### src/hw/rtl/dcl_pkg.sv
// Shared constants for the DBSCAN cluster labeler: field widths, register
// indexes, reset values, command action codes and parameter defaults.
// No dependencies.
package dcl_pkg;

   localparam int MAX_POINTS_DEF = 1024;
   localparam int COORD_BITS_DEF = 12;

   localparam int EPS_W    = 25;
   localparam int MINP_W   = 11;
   localparam int OUT_W    = 11;
   localparam int RIDX_W   = 10;
   localparam int CSR_IDX_W = 4;

   localparam logic [CSR_IDX_W-1:0] CSR_EPS_SQUARED = CSR_IDX_W'(0);
   localparam logic [CSR_IDX_W-1:0] CSR_MIN_POINTS  = CSR_IDX_W'(1);

   localparam logic [EPS_W-1:0]  EPS_RESET  = EPS_W'(400);
   localparam logic [MINP_W-1:0] MINP_RESET = MINP_W'(4);

   localparam logic ACT_LOAD = 1'b0;
   localparam logic ACT_READ = 1'b1;

endpackage

### src/hw/rtl/dcl_near_pipe.sv
// Three-stage squared-distance pipeline: flags a point as a neighbour of the
// reference point when its squared distance is below eps_squared. Uses dcl_pkg.
module dcl_near_pipe
   import dcl_pkg::*;
#(
   parameter int COORD_BITS = COORD_BITS_DEF
) (
   input  logic                  clock,
   input  logic                  reset,
   input  logic                  in_valid,
   input  logic [COORD_BITS-1:0] ref_x,
   input  logic [COORD_BITS-1:0] ref_y,
   input  logic [COORD_BITS-1:0] pt_x,
   input  logic [COORD_BITS-1:0] pt_y,
   input  logic [EPS_W-1:0]      eps_squared,
   output logic                  out_valid,
   output logic                  out_near,
   output logic                  busy
);

   localparam int SQ_W  = 2 * COORD_BITS;
   localparam int SUM_W = SQ_W + 1;
   localparam int CMP_W = (SUM_W > EPS_W) ? SUM_W : EPS_W;

   logic                  v1_ff, v2_ff, v3_ff;
   logic [COORD_BITS-1:0] dx_ff, dy_ff, dx_in, dy_in;
   logic [SQ_W-1:0]       sqx_ff, sqy_ff;
   logic [SUM_W-1:0]      sum;
   logic                  near_ff, near_in;

   // absolute differences, sum of squares and compare against eps_squared
   always_comb begin
      dx_in = (ref_x > pt_x) ? ref_x - pt_x : pt_x - ref_x;
      dy_in = (ref_y > pt_y) ? ref_y - pt_y : pt_y - ref_y;
      sum     = SUM_W'(sqx_ff) + SUM_W'(sqy_ff);
      near_in = CMP_W'(sum) < CMP_W'(eps_squared);
   end

   // advance valid flags
   always_ff @(posedge clock) begin
      if (reset) begin
         v1_ff <= 1'b0;
         v2_ff <= 1'b0;
         v3_ff <= 1'b0;
      end else begin
         v1_ff <= in_valid;
         v2_ff <= v1_ff;
         v3_ff <= v2_ff;
      end
   end

   // payload stages: differences, squares, compare
   always_ff @(posedge clock) begin
      dx_ff   <= dx_in;
      dy_ff   <= dy_in;
      sqx_ff  <= SQ_W'(dx_ff) * SQ_W'(dx_ff);
      sqy_ff  <= SQ_W'(dy_ff) * SQ_W'(dy_ff);
      near_ff <= near_in;
   end

   assign out_valid = v3_ff;
   assign out_near  = near_ff;
   assign busy      = v1_ff | v2_ff | v3_ff;

endmodule

### config.mk
export PLATFORM = sky130hd
export DESIGN_NAME = dcl_near_pipe
export DESIGN_NICKNAME = d
export VERILOG_FILES = /design/src/hw/rtl/dcl_pkg.sv /design/src/hw/rtl/dcl_near_pipe.sv
export SDC_FILE = /design/constraint.sdc
export NUM_CORES = 1
export LEC_CHECK = 0
export BUFFER_PORTS_ARGS = -buffer_cell sky130_fd_sc_hd__buf_2
export CAP_MARGIN = 15
export CELL_PAD_IN_SITES_DETAIL_PLACEMENT = 0
export CELL_PAD_IN_SITES_GLOBAL_PLACEMENT = 1
export CORE_ASPECT_RATIO = 0.9
export CORE_MARGIN = 5
export CORE_UTILIZATION = 30
export DETAILED_ROUTE_END_ITERATION = 10
export PLACE_DENSITY = 0.55
export SYNTH_ARGS = -nofsm -noshare
export SYNTH_HDL_FRONTEND = slang
export SYNTH_SLANG_ARGS = --single-unit
### constraint.sdc
create_clock -name clock -period 5.3 [get_ports clock]
set_clock_uncertainty 0.2 [all_clocks]
set_input_delay 0.265 -clock clock [delete_from_list [all_inputs] [get_ports clock]]
set_output_delay 0.265 -clock clock [all_outputs]
set_load 0.005 [all_outputs]
==> reports/results.tsv, run 1 <==
metric	value	unit
maxSlewViolCount	0	
min_period	5.07	ns
crit_fanout	7	
cts_tree	done	
dpl.hpwl	24300	µm
drc	0	
antenna_found_initial	0	
die_h	207	µm
htreeDepth	3	
setup-tns-final	0	ns
drt_pass1_iterations	5	
clk_path_buf_depth	2	
area_growth_syn_to_layout	17.2	%
cp.arrival	5.15	ns
ys_seq_elements	74	
worst_pin_slew	0.786	ns
cts.sinks	74	
finish.utilization	0.353	
start_util	0.302	
fp.coreArea	42800	µm²
first_global_vias	9761	
grt_pass1_wl	47200	µm
grt.overflow.total	0	
wl_per_cell	12.7	µm
synth_warnings	0	
setup_viol	0	
max-cap-violations	0	
port_buffers	78	
drtIter0Drc	324	
worstSetupEndpointType	register	
critPathBufInv	6	
grt_use_total	0.121	
crit_family	adder cells	
fillers	4466	
reg2reg_slack	0.23	ns
hold_path_class	input pin to register	
syn_area	12900	µm²
die_w	229	µm
place.gp.congestion	0.804	
grt_max_degree	18	
final_area	15100	µm²
dieArea	47300	µm²
max_stage_delay	0.56	ns
hold_viol_final	0	
clkTransAtPathRegs	0.06	ns
syn_nets	1917	
timing.hold.ws	0.0814	ns
synth_edf_count	0	
regArea	1510	µm²
synth_area_per_cell	8.78	µm²
critical_path_class	register to register	
clk_latency	0.35	ns
routed_wirelength	27600	µm
cpMostUsedCell	fa_1	
relSlewSlack	0.472	
fmax	0.197	GHz
drtAntennaViolNets	0	
multi_input_area	10100	µm²
synth_flop_cell	dfxtp_1	
num_rows	72	
status	finished, final reports clean	
yosysSeqAreaShare	0.115	
pin_count	79	
fin_crit_sh	0.956	
async_flop_share	0	
viasPerCell	4.46	
timing.critical_path.cells	buf_4 -> and2_1 -> fa_1 -> inv_1 -> fa_1 -> inv_1 -> fa_1 -> fa_1 -> inv_1 -> fa_1 -> inv_1 -> ha_1 -> nor3_2 -> nand2b_1 -> a21oi_1 -> buf_4 -> a2111oi_2 -> or3_1 -> a21oi_1 -> xor2_1	
vias	9711	
dpl_cell_area	14500	µm²
netlist_instances	1470	
ys_types	67	
fin_nets	2066	
drive_above_1_share	0.160	
cp_data_required_time	5.39	ns
cts_buffers	9	
root_buffer	clkbuf_16	
antenna_cells	0	
crit_path_start_kind	register	
crit_slowest_cell	fa_1	
[sequential cells by signal, summed over array words and instances, names as in the netlist]
register	count
sqx_ff	23
sqy_ff	23
dx_ff	12
dy_ff	12
out_near	1
out_valid	1
v1_ff	1
v2_ff	1
[cells in the final DEF (no fill, tap or decap), drive strengths merged, types with 10 or more instances in the layout]
master  count
dfxtp      74
xnor2      57
nand2b     16
fa        162
ha        209
a21oi      70
o21a       10
buf       166
xor2       30
inv       352
mux2i      16
nor2       41
nor2b      30
clkbuf     11
nand3      17
o21ai      46
nand2      74
a21o       39
nand4      11
nor3       14
and2       87
[metal layers]
| metal | wire length [µm] | GRT usage | vias up |
|---|---|---|---|
| li1 | - | - | 4925 |
| met1 | 15100 | 0.186 | 4683 |
| met3 | 818 | 0.0200 | 11 |
| met4 | 206 | 0.0201 | 0 |
| met5 | 0 | 0 | - |
| met2 | 11500 | 0.180 | 92 |
[Yosys cell counts (all sizes together) (30+ instances only)]
cell type,n,share of area
xor2,30,0.020
dfxtp,74,0.11
nand2,74,0.022
and2,87,0.043
inv,352,0.10
fa,162,0.25
nor2,41,0.012
a21o,39,0.023
xnor2,57,0.039
nor2b,30,0.015
o21ai,46,0.019
ha,209,0.20
a21oi,70,0.028
[stage by stage]
stage	std cells	worst slack [ns]
global placement	2153	-0.0513
global route	2178	-0.0178
CTS	2172	0.0303
finish	2178	0.233
floorplan	1470	0.0139
detailed placement	2153	-0.0717
[worst paths after layout]
kind	startpoint	endpoint	depth (start not counted)
setup / recovery	dy_ff[9]$_DFF_P_	sqy_ff[23]$_DFF_P_	20
hold / removal	ref_x[0]	dx_ff[0]$_DFF_P_	4
setup reg to reg	dy_ff[9]$_DFF_P_	sqy_ff[23]$_DFF_P_	20
hold reg to reg	v2_ff$_SDFF_PP0_	out_valid$_SDFF_PP0_	1
[tightest hold or removal path, cell delays in order]
cell   delay (ns)
buf_2        0.11
inv_1        0.05
ha_1         0.14
inv_1        0.04
[cells by family (layout without fill, tap and decap cells)]
logic type,after synthesis,in the layout,share of synthesized area
buffers and inverters,384,537,0.113
adders and majority gates,371,371,0.454
and+or+nand+nor,310,310,0.127
AOI/OAI and AO/OA,223,223,0.115
xor gates and xnor gates,87,87,0.0590
DFF,74,74,0.115
muxes,21,21,0.0168
[timing repair]
action,CTS,global route
hold buffers,4,0
setup endpoints to repair,4,17
buffers inserted,0,6
pin swaps,0,17
cloned,0,0
resized for setup,3,64
hold endpoints to repair,5,0
[layout make-up]
cell class | count | share of cell area
Inverter | 352 | 0.0874
Sequential cell | 74 | 0.0999
Clock buffer | 11 | 0.0160
Timing Repair Buffer | 170 | 0.0754
Tap cell | 555 | 0.0459
Clock inverter | 4 | 0.00505
Multi-Input combinational cell | 1012 | 0.670
Power of run 1 is left out: the tool's default activity adds up to more than one toggle a clock period on the data nets, which glitch-free logic cannot reach.
==> run 2: changes to the inputs <==
--- a/config.mk
+++ b/config.mk
@@ -10,7 +10,6 @@
 export CELL_PAD_IN_SITES_DETAIL_PLACEMENT = 0
 export CELL_PAD_IN_SITES_GLOBAL_PLACEMENT = 1
 export CORE_ASPECT_RATIO = 0.9
-export CORE_MARGIN = 5
 export CORE_UTILIZATION = 30
 export DETAILED_ROUTE_END_ITERATION = 10
 export PLACE_DENSITY = 0.55
==> run 2 against run 1 <==
  * The run now ends with DRC left
  * Routed wire length shrank 0.40%
  * Design area shrank 0.28%
  * Via count shrank 0.91%
  * Non-clock buffer count grew 4
  * Sequential share of layout area grew 0.053 points
  * Highest routed layer unchanged
==> reports/results.tsv, run 2 (synthesized netlist as in run 1, its figures left out) <==
metric	value	unit	change
most-common-layout-cells	349 x inv_1, 207 x ha_1, 159 x fa_1, 88 x buf_4, 83 x and2_1		
reg_top3	sqx_ff: 23 flops, sqy_ff: 23 flops		
first_global_vias	9795		+0.35%
place_ws	-0.0670	ns	+0.00467 ns
drc	6		+6
cts_buffers	9		unchanged
cts_tree	done		
start_util	0.306		+0.00489
viasPerCell	4.42		-0.77%
drtIter0Drc	402		+24%
area_growth_syn_to_layout	16.9	%	
maxSlewViolCount	0		unchanged
htreeDepth	3		unchanged
max-cap-violations	0		unchanged
fp.coreArea	42100	µm²	-1.6%
antenna_cells	0		unchanged
cp.arrival	5.20	ns	+0.05 ns
fin_nets	2070		+0.19%
detailroute.wirelength.met3	713	µm	-13%
fillers	4501		+0.78%
fin_ws	0.204	ns	-0.0288 ns
root_buffer	clkbuf_16		
wl_met1	15300	µm	+1.6%
top_layer_used	met4		
antenna_found_initial	0		unchanged
hold_depth	3		-1
hold_path_class	input pin to register		
multi_input_area	10100	µm²	-0.14%
critical_path_class	register to register		
final_common_cell	inv_1		
status	complete, but fails checks		
dpl.hpwl	24200	µm	-0.40%
fmax	0.196	GHz	-0.57%
dpl_cell_area	14500	µm²	about the same
setup-tns-final	0	ns	unchanged
setup_viol	0		unchanged
die_h	199	µm	-3.9%
crit_fanout	7		unchanged
finish.utilization	0.358		+0.00472
dieArea	43900	µm²	-7.2%
die_w	221	µm	-3.5%
drt_pass1_iterations	7		+2
fin_crit_sh	0.961		+0.00544
grt_use_total	0.136		+0.0150
drive_above_1_share	0.164		+0.00381
min_period	5.10	ns	+0.0288 ns
place.gp.congestion	0.776		-3.6%
failed_checks	DRC		
worst_pin_slew	0.850	ns	+0.0640 ns
grt_max_degree	18		unchanged
routed_wirelength	27500	µm	-0.40%
r2r_cells	20		unchanged
cp_data_required_time	5.40	ns	about the same
pin_count	79		unchanged
port_buffers	78		unchanged
clk_path_buf_depth	2		unchanged
drtAntennaViolNets	0		unchanged
num_rows	71		-1.4%
grt_pass1_wl	47200	µm	about the same
regArea	1520	µm²	+0.25%
clkTransAtPathRegs	0.07	ns	about the same
cts.sinks	74		unchanged
rsz0062_at_grt	true		
vias	9623		-0.91%
worstSetupEndpointType	register		
crit_path_start_kind	register		
clk_latency	0.37	ns	+0.02 ns
relSlewSlack	0.429		-0.0430
grt.overflow.total	0		unchanged
hold_viol_final	0		unchanged
final_area	15100	µm²	-0.28%
wl_per_cell	12.6	µm	-0.26%
wl_met2	11200	µm	-2.2%
run 2: worst paths after layout:
path / start / end / slack [ns]
worst max-delay path: dx_ff[5]$_DFF_P_ / sqx_ff[23]$_DFF_P_ / 0.20
worst min-delay path: pt_y[0] / dy_ff[0]$_DFF_P_ / 0.03
worst max register to register: dx_ff[5]$_DFF_P_ / sqx_ff[23]$_DFF_P_ / 0.20
worst min register to register: v2_ff$_SDFF_PP0_ / out_valid$_SDFF_PP0_ / 0.26
run 2: cell type report:
cell class                      count  share of cell area
Clock buffer                       10              0.0158
Timing Repair Buffer              174              0.0766
Multi-Input combinational cell   1012               0.671
Clock inverter                      6             0.00282
Tap cell                          547              0.0454
Inverter                          352              0.0876
Sequential cell                    74               0.100
run 2: repair_timing:
| action | in CTS | in global routing |
|---|---|---|
| setup endpoints to repair | 5 | 17 |
| gates resized for setup | 4 | 65 |
| buffers inserted | 0 | 7 |
| hold buffers | 3 | 0 |
| endpoints found under the hold margin | 4 | 0 |
| pin swaps | 0 | 15 |
run 2: per-stage QoR:
| step | cells | hold WS [ns] |
|---|---|---|
| 3_5_place_dp | 2149 | 0.254 |
| 4_1_cts | 2168 | 0.0190 |
| 5_1_grt | 2175 | 0.0294 |
| 2_1_floorplan | 1470 | 0.137 |
| 3_3_place_gp | 2149 | 0.239 |
| 6_report | 2175 | 0.0329 |
run 2: per-layer routing:
layer | vias up | GRT usage
li1 | 4943 | -
met1 | 4589 | 0.212
met2 | 79 | 0.193
met3 | 12 | 0.0177
met4 | 0 | 0.0322
met5 | - | 0
run 2: critical path: stages (launching register included):
cell and delay, ns:
dfxtp_4 0.35, buf_4 0.13, buf_4 0.16, and2_1 0.18
ha_1 0.29, xor2_1 0.18, fa_1 0.39, inv_1 0.08
fa_1 0.44, fa_1 0.55, inv_1 0.05, fa_1 0.47
inv_1 0.05, ha_1 0.33, nand3_1 0.15, a21oi_4 0.06
nor4_4 0.27, o21ai_1 0.16, a31o_1 0.23, a21oi_1 0.17
xor2_1 0.15
Power of run 2 is left out for the same reason.
==> run 3: changes to the inputs <==
==> constraint.sdc (replaced) <==
create_clock -name clock -period 4.15 [get_ports clock]
set_clock_uncertainty 0.2 [all_clocks]
set_input_delay 0.2075 -clock clock [delete_from_list [all_inputs] [get_ports clock]]
set_output_delay 0.2075 -clock clock [all_outputs]
set_load 0.005 [all_outputs]
==> run 3 against run 2 <==
  * The flow finishes with violations (DRC, setup timing)
  * Core utilization grew 5.8 points
  * Register-to-register slack worse by 0.99 ns
  * Highest routed layer unchanged
  * Die area unchanged
  * Critical path type unchanged
  * Sequential share of layout area is 1.1 points lower
  * Final cell count rose by 7.1%
  * Design area grew 16%
  * Global-route usage is 0.72 points higher
  * Maximum frequency rose by 3.3%
  * Routed wire length rose by 6.7%
  * Hold slack got worse by 0.0049 ns
  * Worst setup slack got worse by 0.99 ns
  * Non-clock buffer count grew 154
==> reports/results.tsv, run 3 (synthesized netlist as in run 1, its figures left out) <==
metric	value	unit	change
grt.overflow.total	0		unchanged
dpl_cell_area	15900	µm²	+9.6%
cts.sinks	74		unchanged
grt_pass1_wl	50000	µm	+5.9%
top_layer_used	met4		
reg_top3	sqx_ff: 23 flops, sqy_ff: 23 flops		
detailroute.wirelength.met3	759	µm	+6.5%
r2r_cells	19		-5.0%
antenna_cells	0		unchanged
port_buffers	78		unchanged
drive_above_1_share	0.341		+0.177
vias	10284		+6.9%
setup_viol	29		+29
crit_path_start_kind	register		
wl_met2	12600	µm	+12%
hold_viol_final	0		unchanged
min_to	dx_ff[1]$_DFF_P_		
failed_checks	DRC, setup timing		
dieArea	43900	µm²	unchanged
start_util	0.306		unchanged
relSlewSlack	0.630		+0.201
cp.arrival	5.03	ns	-0.17 ns
critical_path_class	register to register		
num_rows	71		unchanged
wl_per_cell	12.6	µm	-0.39%
clk_path_buf_depth	2		unchanged
status	complete, but fails checks		
fillers	4273		-5.1%
drtIter0Drc	404		+0.50%
reg2reg_slack	-0.78	ns	-0.99 ns
r2r-start	dx_ff[10]$_DFF_P_		
antenna_found_initial	0		unchanged
drt_pass1_iterations	7		unchanged
worstSetupEndpointType	register		
pin_count	79		unchanged
timing.critical_path.from	dx_ff[10]$_DFF_P_		
routed_wirelength	29300	µm	+6.7%
max-cap-violations	0		unchanged
clk_latency	0.37	ns	about the same
cp_data_required_time	4.25	ns	-1.15 ns
area_growth_syn_to_layout	35.6	%	
clkTransAtPathRegs	0.07	ns	about the same
viasPerCell	4.42		-0.20%
maxSlewViolCount	0		unchanged
finish.utilization	0.416		+0.0575
place_ws	-1.07	ns	-1.01 ns
root_buffer	clkbuf_16		
cts_tree	done		
hp-start	ref_x[1]		
die_w	221	µm	unchanged
reg2reg_to	sqx_ff[20]$_DFF_P_		
htreeDepth	3		unchanged
min_period	4.93	ns	-0.162 ns
drc	6		unchanged
worst_pin_slew	0.553	ns	-0.297 ns
grt_use_total	0.143		+0.00718
die_h	199	µm	unchanged
cts_buffers	9		unchanged
first_global_vias	10398		+6.2%
place.gp.congestion	0.799		+3.0%
wl_met1	15700	µm	+2.1%
fin_ws	-0.784	ns	-0.988 ns
fin_nets	2224		+7.4%
fp.coreArea	42100	µm²	unchanged
fmax	0.203	GHz	+3.3%
final_common_cell	inv_1		
hold_depth	3		unchanged
crit_fanout	5		-2
drtAntennaViolNets	0		unchanged
final_area	17500	µm²	+16%
rsz0062_at_grt	true		
dpl.hpwl	25100	µm	+3.7%
hold_path_class	input pin to register		
fin_crit_sh	1.19		+0.227
most-common-layout-cells	311 x inv_1, 196 x buf_4, 175 x ha_1, 148 x fa_1, 78 x buf_2		
grt_max_degree	15		-3
run 3: cell type report:
type,instances,area (µm²),area share
multi-input cells,1012,11100,0.635
inverters,352,1340,0.0765
repair buffers,328,2520,0.144
flip-flops and latches,74,1560,0.0890
clock inverters,6,65.1,0.00372
clock buffers,10,229,0.0131
well taps,547,684,0.0391
run 3: worst max-delay path, stage by stage, from the launching register on:
cell and delay, ns:
dfxtp_4 0.37, and2_4 0.17, fa_1 0.49, inv_1 0.05
fa_1 0.47, inv_1 0.05, fa_1 0.46, fa_1 0.49
inv_1 0.05, fa_1 0.51, inv_2 0.05, ha_4 0.23
a21o_1 0.15, a21o_1 0.16, a211oi_2 0.19, o211ai_1 0.12
a31oi_2 0.25, o21bai_1 0.09, a21oi_1 0.17, xnor2_1 0.13
run 3: repair_timing:
action | CTS | global route
hold endpoints to repair | 7 | 0
gates resized for setup | 180 | 73
hold buffers | 7 | 0
setup buffers | 23 | 25
pin swaps | 111 | 96
setup endpoints to repair | 31 | 32
run 3: worst max path at each step:
stage                               to  slack, ns
floorplan           sqx_ff[22]$_DFF_P_      -0.71
CTS                 sqx_ff[20]$_DFF_P_      -0.81
finish              sqx_ff[20]$_DFF_P_      -0.78
detailed placement  sqy_ff[23]$_DFF_P_      -1.07
global placement    sqy_ff[23]$_DFF_P_      -0.96
global route        sqx_ff[20]$_DFF_P_      -1.02
run 3: through the flow:
| stage | TNS, ns | std cells | hold slack, ns |
|---|---|---|---|
| after floorplan | -9.23 | 1470 | 0.0791 |
| after global placement | -18.99 | 2269 | 0.200 |
| after detailed placement | -20.19 | 2269 | 0.203 |
| after CTS | -14.74 | 2310 | 0.00527 |
| after global routing | -20.27 | 2329 | 0.0391 |
| final | -15.03 | 2329 | 0.0279 |
run 3: layer usage:
layer  GRT usage  vias up
met5           0        -
met4      0.0335        0
met3      0.0171       15
met2       0.211       61
met1       0.218     4958
li1            -     5250
Power of run 3 is left out for the same reason.
